$ cat config.mk
export PLATFORM = sky130hd
export DESIGN_NAME = dcc_rsm_fsm
export DESIGN_NICKNAME = d
export VERILOG_FILES = /design/src/sv/dcc_rsm_pkg.sv /design/src/sv/dcc_rsm_fsm.sv
export SDC_FILE = /design/constraint.sdc
export NUM_CORES = 1
export LEC_CHECK = 0
export BUFFER_PORTS_ARGS = -buffer_cell sky130_fd_sc_hd__buf_2
export CAP_MARGIN = 20
export CORE_MARGIN = 1.5
export CORE_UTILIZATION = 64
export CTS_BUF_LIST = sky130_fd_sc_hd__clkbuf_8
export DETAILED_ROUTE_END_ITERATION = 8
export HOLD_SLACK_MARGIN = 0.08
export MAX_ROUTING_LAYER = met4
export PLACE_DENSITY = 0.81
export SLEW_MARGIN = 10
export SYNTH_ARGS = -nofsm -noshare
export SYNTH_HDL_FRONTEND = slang
export SYNTH_SLANG_ARGS = --single-unit
export TNS_END_PERCENT = 10
$ cat constraint.sdc
create_clock -name clk -period 7.4 [get_ports clk]
set_input_delay 1.48 -clock clk [delete_from_list [all_inputs] [get_ports clk]]
set_output_delay 1.48 -clock clk [all_outputs]
set_load 0.01 [all_outputs]
$ cat src/sv/dcc_rsm_pkg.sv
// ---------------------------------------------------------------------------
// dcc_rsm_pkg
// shared types and codes of the reactive congestion state machine
// ---------------------------------------------------------------------------
package dcc_rsm_pkg;

  typedef enum logic [1:0] {
    ST_RELAXED     = 2'd0,
    ST_ACTIVE      = 2'd1,
    ST_RESTRICTIVE = 2'd2
  } dcc_state_t;

  // configuration register indexes
  localparam logic [2:0] REG_RAMP_UP_WINDOW   = 3'd0;
  localparam logic [2:0] REG_RAMP_DOWN_WINDOW = 3'd1;
  localparam logic [2:0] REG_RELAXED_TO_ACT   = 3'd2;
  localparam logic [2:0] REG_ACT_TO_RELAXED   = 3'd3;
  localparam logic [2:0] REG_ACT_TO_RESTR     = 3'd4;
  localparam logic [2:0] REG_RESTR_TO_ACT     = 3'd5;

  localparam int WIN_W   = 11;
  localparam int LEVEL_W = 9;
  localparam int COUNT_W = 11;

  localparam logic [WIN_W-1:0]   RST_RAMP_UP_WINDOW   = 11'd1024;
  localparam logic [WIN_W-1:0]   RST_RAMP_DOWN_WINDOW = 11'd1024;
  localparam logic [LEVEL_W-1:0] RST_RELAXED_TO_ACT   = 9'd77;
  localparam logic [LEVEL_W-1:0] RST_ACT_TO_RELAXED   = 9'd38;
  localparam logic [LEVEL_W-1:0] RST_ACT_TO_RESTR     = 9'd154;
  localparam logic [LEVEL_W-1:0] RST_RESTR_TO_ACT     = 9'd128;

  // control travelling with an item from the window stage to the state stage
  typedef struct packed {
    logic valid;
    logic eval;
  } dcc_rsm_ctl_t;

endpackage

$ cat src/sv/dcc_rsm_fsm.sv
// ---------------------------------------------------------------------------
// dcc_rsm_fsm
// level checks, three-state controller and result register
// ---------------------------------------------------------------------------
module dcc_rsm_fsm import dcc_rsm_pkg::*; #(
  parameter int MAX_WINDOW = 1024
) (
  input  logic                                   clk,
  input  logic                                   rst,
  input  dcc_rsm_ctl_t                           ctl,
  input  logic [$clog2(MAX_WINDOW+1)-1:0]        bu,
  input  logic [$clog2(MAX_WINDOW+1)-1:0]        bd,
  input  logic [$clog2(MAX_WINDOW+1)-1:0]        wu,
  input  logic [$clog2(MAX_WINDOW+1)-1:0]        wd,
  input  logic [LEVEL_W-1:0]                     relaxed_to_active_level,
  input  logic [LEVEL_W-1:0]                     active_to_relaxed_level,
  input  logic [LEVEL_W-1:0]                     active_to_restrictive_level,
  input  logic [LEVEL_W-1:0]                     restrictive_to_active_level,
  output logic                                   take,
  output logic                                   out_valid,
  input  logic                                   out_ready,
  output logic [1:0]                             dcc_state,
  output logic                                   changed,
  output logic [COUNT_W-1:0]                     busy_up_count,
  output logic [COUNT_W-1:0]                     busy_down_count
);

  localparam int CW = $clog2(MAX_WINDOW+1);
  localparam int PW = CW + LEVEL_W;

  logic [PW-1:0] thr_r2a, thr_a2r, thr_a2x, thr_x2a;
  logic [PW-1:0] up_scaled, dn_scaled;
  dcc_state_t    mode_state, mode_state_next;
  logic          changed_next;
  logic [CW+COUNT_W-1:0] bu_ext, bd_ext;

  // thresholds are registered products of the level and window registers
  always_ff @(posedge clk) begin
    thr_r2a <= PW'(relaxed_to_active_level) * PW'(wu);
    thr_a2x <= PW'(active_to_restrictive_level) * PW'(wu);
    thr_a2r <= PW'(active_to_relaxed_level) * PW'(wd);
    thr_x2a <= PW'(restrictive_to_active_level) * PW'(wd);
  end

  assign up_scaled = PW'({bu, 8'd0});
  assign dn_scaled = PW'({bd, 8'd0});
  assign take      = !out_valid || out_ready;

  always_comb begin
    mode_state_next = mode_state;
    if (ctl.eval) begin
      unique case (mode_state)
        ST_ACTIVE: begin
          if (up_scaled >= thr_a2x) mode_state_next = ST_RESTRICTIVE;
          if (dn_scaled <  thr_a2r) mode_state_next = ST_RELAXED;
        end
        ST_RESTRICTIVE: begin
          if (dn_scaled < thr_x2a) mode_state_next = ST_ACTIVE;
        end
        default: begin
          mode_state_next = ST_RELAXED;
          if (up_scaled >= thr_r2a) mode_state_next = ST_ACTIVE;
        end
      endcase
    end
  end

  always_comb begin
    changed_next = (mode_state_next != mode_state);
    bu_ext       = {{COUNT_W{1'b0}}, bu};
    bd_ext       = {{COUNT_W{1'b0}}, bd};
  end

  always_ff @(posedge clk) begin
    if (rst) begin
      mode_state <= ST_RELAXED;
      out_valid  <= 1'b0;
    end else begin
      if (ctl.valid && take) begin
        mode_state <= mode_state_next;
        out_valid  <= 1'b1;
      end else if (out_ready) begin
        out_valid  <= 1'b0;
      end
    end
  end

  always_ff @(posedge clk) begin
    if (ctl.valid && take) begin
      dcc_state       <= mode_state_next;
      changed         <= changed_next;
      busy_up_count   <= bu_ext[COUNT_W-1:0];
      busy_down_count <= bd_ext[COUNT_W-1:0];
    end
  end

endmodule

==> results of run 1 <==
==> cell type report <==
cell class / count / area share [%]
clock buffers: 9 / 0.7212
inverters: 438 / 9.572
well taps: 330 / 2.404
multi-input cells: 1215 / 69.54
flip-flops and latches: 108 / 14.05
clock inverters: 7 / 0.4371
repair buffers: 112 / 3.278
==> power by group <==
group	internal [mW]	switching, mW
Sequential	0.852	0.0762
Clock	0.134	0.231
Combinational	1.51	1.88
Total	2.50	2.19
==> kinds of logic after synthesis <==
family	count (synthesis)
flip-flops	108
AND/OR/NAND/NOR	539
AO/OA/AOI/OAI	161
XOR/XNOR	53
adder cells (fa/ha/maj)	462
buffers and inverters	498
==> sequential cells by signal, indices dropped and copies added, names as in the netlist <==
name,cells
busy_down_count,11
mode_state,2
thr_a2x,20
thr_r2a,20
changed,1
out_valid,1
busy_up_count,11
thr_x2a,20
dcc_state,2
thr_a2r,20
==> per-stage QoR <==
stage,power [mW],instances,cell area [µm²],hold WS (ns)
3_3_place_gp,4.213,2203,16980,0.4902
2_1_floorplan,3.581,1821,16230,0.4847
6_report,4.687,2219,17180,0.5316
4_1_cts,4.725,2219,17180,0.5329
5_1_grt,5.265,2219,17180,0.5414
3_5_place_dp,4.342,2203,16980,0.5157
==> critical path, stage by stage <==
cell	delay, ns
buf_2	0.21
and2_1	0.22
fa_1	0.53
inv_1	0.06
fa_1	0.56
fa_1	0.43
fa_1	0.49
inv_1	0.04
ha_1	0.32
a21o_1	0.20
a21oi_1	0.20
nor2b_1	0.10
a31oi_1	0.16
o21ai_0	0.14
o41ai_1	0.58
nor2_1	0.11
a211oi_1	0.17
==> metal layers <==
layer	share of wire, %	track usage (%)
met1	39	31.85
met2	52	49.75
met3	4.1	2.503
met4	4.7	12.84
met5	0	-
==> cell usage in the layout, fill, tap and decap left out, drive strengths merged, types with 6 or more instances in the layout <==
master	Yosys	routed
o21ai	29	29
xor2	11	11
nor2	40	40
a31oi	12	12
nor2b	13	13
nor3	18	18
ha	206	206
nand2	223	223
clkbuf	60	9
fa	256	256
and2	201	201
and3	6	6
dfxtp	83	83
buf	0	112
nand3	11	11
edfxtp	25	25
a21oi	44	44
inv	438	442
xnor2	42	42
a21o	20	20
o211ai	6	6
a21boi	8	8
==> cell usage after synthesis, types with 6 or more instances <==
cell type	n
nor2_1	40
clkbuf_1	59
xor2_1	11
inv_1	438
a21boi_0	8
a21oi_1	44
nor2b_1	13
xnor2_1	42
fa_1	256
edfxtp_1	25
and2_1	201
o211ai_1	6
and3_1	6
nand2_1	223
nor3_1	18
a31oi_1	12
a21o_1	20
o21ai_0	25
dfxtp_1	83
nand3_1	11
ha_1	206
==> final timing paths <==
path / startpoint / end / slack, ns / cells past startpoint
worst max register to register: thr_a2r[9] / changed / 4.66 / 10
worst min register to register: out_valid / out_valid / 0.53 / 2
worst max-delay path: wd[9] / thr_a2r[19] / 1.72 / 17
worst min-delay path: out_valid / out_valid / 0.53 / 2
==> flow_summary.yaml, run 1 <==
logic_synthesis:
  synth_top_area_share_pct: 31.58
  ys.flop_type: "dfxtp_1"
  synthMuxAreaShare_pct: 0
  yosysUniqueCellTypes: 53
  synth_seq_cells: 108
  synth_xor_area_share_pct: 2.860
  async_flop_share_pct: 0
  ys_seq_area_share_pct: 14.86
  synth.area.top_cells: "fa_1, ha_1, dfxtp_1"
  yosys.area_share.simple_pct: 16.69
  yosysWarnings: 0
  yosysTopAreaCell: "fa_1"
  synth_compound_area_share_pct: 6.584
  synth_area_um2: 16230
  synth_top_family_by_area: "adder cells"
  syn_area_per_cell_um2: 8.912
  synth_edf_count: 25
  synth_nets: 2368
  synth_cells: 1821
  yosys.area_share.adder_pct: 47.46
power_and_ir_drop:
  peakVddDrop_uv: 193.1
  leakage_nw: 9.272
  p_per_area_nw_per_um2: 272.9
routing:
  vias_per_cell: 5.385
  wl_per_cell_um: 15.09
  drt_iter0_drc: 562
  drt_first_pass_iters: 8
  via_count: 11950
  antenna_left: 0
  drc: 0
  totalWireLength_mm: 33.49
timing:
  finalSetupViolations: 0
  fin_ws_ns: 1.719
  clock_skew_ns: 0.02377
  hold_violations: 0
  rsz0062_at_grt: "no"
  slew_viol_final: 0
  fin_crit_sh_pct: 76.77
  tightest_slew_ns: 0.6976
  fmax_mhz: 176.0
  tns_ns: 0
  period_minus_slack_ns: 5.681
  relSlewSlack_pct: 52.90
floorplanning:
  start_util_pct: 64.82
  die-area_um2: 26320
  pin_count: 112
  die_y_um: 162.2
  chipWidth_um: 162.2
  rows: 58
  coreArea_um2: 25040
clock_network:
  clock_latency_ns: 0.40
  clk_pin_slew_worst_paths_ns: 0.12
  cts.root.buffer_cell: "clkbuf_8"
  h-tree-depth: 3
  cts_max_path_buffers: 2
  cts_tree: "built"
  ctsHoldBuffers: 0
  cts-resized-gates: 0
  cts_setup_buffers: 0
  clock_sinks: 108
  numCtsBuffers: 9
placed_design:
  place_ws_ns: 1.406
  place.gp.congestion: 0.8935
  io_buffers: 111
  dp_hpwl_mm: 27.68
hold_path:
  hold_path.class: "register to register"
global_route:
  grt_pass1_vias: 12450
  grt_pass1_wl_mm: 57.19
  grtUsageTotal_pct: 27.92
  grt_max_degree: 29
  antenna_found_initial: 0
  grt-ovfl-total: 0
setup_path:
  critPathMaxFanout: 18
  startpoint_type: "input pin"
  critPathRequiredTime_ns: 7.72
  crit_arrival_ns: 6.00
  path_class: "input pin to register"
  cp-end-kind: "register"
final_layout:
  multiInputGateArea_um2: 11940
  n_antenna_cell: 0
  area_growth_pct: 5.828
  nets: 2431
  postLayoutCoreUtil_pct: 68.60
  seqCellArea_um2: 2412
  drive_gt1_share_pct: 7.094
  n_fill_cell: 1983
flow_run:
  drv_cap: 0
run_status:
  outcome: "finished, final reports clean"
No activity file was read; power rests on OpenSTA's default activity.
==> inputs of run 2 (changes only) <==
==> constraint.sdc (replaced) <==
create_clock -name clk -period 5.9 [get_ports clk]
set_input_delay 1.18 -clock clk [delete_from_list [all_inputs] [get_ports clk]]
set_output_delay 1.18 -clock clk [all_outputs]
set_load 0.01 [all_outputs]
==> flow_summary.yaml, run 2 (synthesis results as in run 1) <==
timing:
  fmax_mhz: 190.7
  slew_viol_final: 0
  period_minus_slack_ns: 5.245
  finalSetupViolations: 0
  clock_skew_ns: 0.01770
  fin_ws_ns: 0.6548
  tns_ns: 0
  tightest_slew_ns: 0.6956
  hold_violations: 0
  relSlewSlack_pct: 53.04
  rsz0062_at_grt: "no"
  hold_slack_ns: 0.5400
  fin_crit_sh_pct: 88.90
routing:
  drt_iter0_drc: 696
  antenna_left: 0
  totalWireLength_mm: 33.60
  drt_first_pass_iters: 6
  wl_per_cell_um: 15.12
  drc: 0
  vias_per_cell: 5.357
  via_count: 11900
setup_path:
  reg2reg_depth: 10
  crit_start: "wd[9]"
  critPathRequiredTime_ns: 6.22
  critPathCapture: "thr_a2r[19]"
  startpoint_type: "input pin"
  crit_top_cell: "fa_1"
  cp_top_family: "adder cells"
  crit_slowest_cell: "fa_1"
  critPathMaxFanout: 18
  r2r-end: "changed"
  crit_buf_inv: 3
  path_class: "input pin to register"
  reg2reg_slack_ns: 3.23
  timing.rr.start: "thr_a2r[9]"
  slowest_delay_ns: 0.55
  crit_arrival_ns: 5.56
  cp.depth: 17
  path_cells: "buf_2 -> and2_1 -> fa_1 -> inv_1 -> fa_1 -> fa_1 -> fa_1 -> inv_1 -> ha_1 -> a21o_1 -> a21oi_1 -> nor2b_1 -> a31oi_1 -> o21ai_0 -> o41ai_1 -> nor2_1 -> a211oi_1"
  cp-end-kind: "register"
global_route:
  grtUsageTotal_pct: 28.40
  grt-ovfl-total: 0
  grt_max_degree: 29
  grt_pass1_vias: 12660
  grt_pass1_wl_mm: 57.64
  antenna_found_initial: 1
final_layout:
  final_cell_mix: "inv_1, fa_1, nand2_1"
  multiInputGateArea_um2: 11940
  finalInstanceArea_um2: 17200
  final_cells: 2222
  seqCellArea_um2: 2412
  nets: 2433
  drive_gt1_share_pct: 7.192
  area_growth_pct: 5.967
  n_fill_cell: 1980
  final_common_cell: "inv_1"
run_status:
  outcome: "finished, final reports clean"
floorplanning:
  coreArea_um2: 25040
  die-area_um2: 26320
  die_y_um: 162.2
  pin_count: 112
  start_util_pct: 64.82
  rows: 58
  chipWidth_um: 162.2
clock_network:
  cts.root.buffer_cell: "clkbuf_8"
  numCtsBuffers: 9
  cts_max_path_buffers: 2
  h-tree-depth: 3
  cts-resized-gates: 0
  cts_tree: "built"
  cts_setup_buffers: 0
  ctsHoldBuffers: 0
  clk_pin_slew_worst_paths_ns: 0.12
  clock_sinks: 108
  clock_latency_ns: 0.41
placed_design:
  dp.cells: 2205
  dp_hpwl_mm: 28.00
  place.gp.congestion: 0.9033
  place_ws_ns: 0.2356
  io_buffers: 111
  placed_area_um2: 16990
power_and_ir_drop:
  p_per_area_nw_per_um2: 343.9
  peakVddDrop_uv: 256.9
  leakage_nw: 9.283
hold_path:
  hold_path.class: "register to register"
flow_run:
  drv_cap: 0
run 2: how the worst min path moves through the flow:
| stage | startpoint | to | slack [ns] | depth (start not counted) |
|---|---|---|---|---|
| 2_1_floorplan | mode_state[1] | mode_state[1] | 0.48 | 2 |
| 3_3_place_gp | out_valid | out_valid | 0.49 | 2 |
| 3_5_place_dp | out_valid | out_valid | 0.52 | 2 |
| 4_1_cts | out_valid | out_valid | 0.53 | 2 |
| 5_1_grt | mode_state[1] | mode_state[1] | 0.57 | 2 |
| 6_report | out_valid | out_valid | 0.54 | 2 |
run 2: report_power, final:
group / switching [mW] / leakage [nW] / internal (mW)
Combinational: 2.39 / 8.24 / 1.90
Clock: 0.292 / 0.0990 / 0.168
Sequential: 0.0940 / 0.940 / 1.07
Total: 2.78 / 9.28 / 3.14
run 2: worst reg2reg max path, stage by stage (launching register included):
cell and delay [ns]:
dfxtp_1 0.32, inv_1 0.04, ha_1 0.30, a21o_1 0.17, a21o_1 0.18, a221oi_1 0.36, o21ai_1 0.22, o2bb2ai_4 0.21
nor2b_1 0.18, a22o_1 0.21, a211o_1 0.28
run 2: stage by stage:
step,total power [mW],utilization (%)
global route,6.630,68.69
detailed placement,5.481,67.87
CTS,5.974,68.68
floorplan,4.492,-
global placement,5.313,67.87
finish,5.914,68.69
run 2: layer usage:
metal | track usage (%) | vias to the layer above | part of all wire [%]
li1 | - | 5666 | -
met1 | 31.20 | 5817 | 39
met2 | 51.71 | 339 | 52
met3 | 2.988 | 81 | 4.4
met4 | 12.93 | 0 | 4.8
met5 | - | - | 0
run 2: layout make-up:
class / instances / area share, %
clock buffers: 9 / 0.7203
repair buffers: 114 / 3.361
clock inverters: 7 / 0.4656
inverters: 438 / 9.560
multi-input cells: 1215 / 69.45
well taps: 330 / 2.401
diodes: 1 / 0.01455
flip-flops and latches: 108 / 14.03
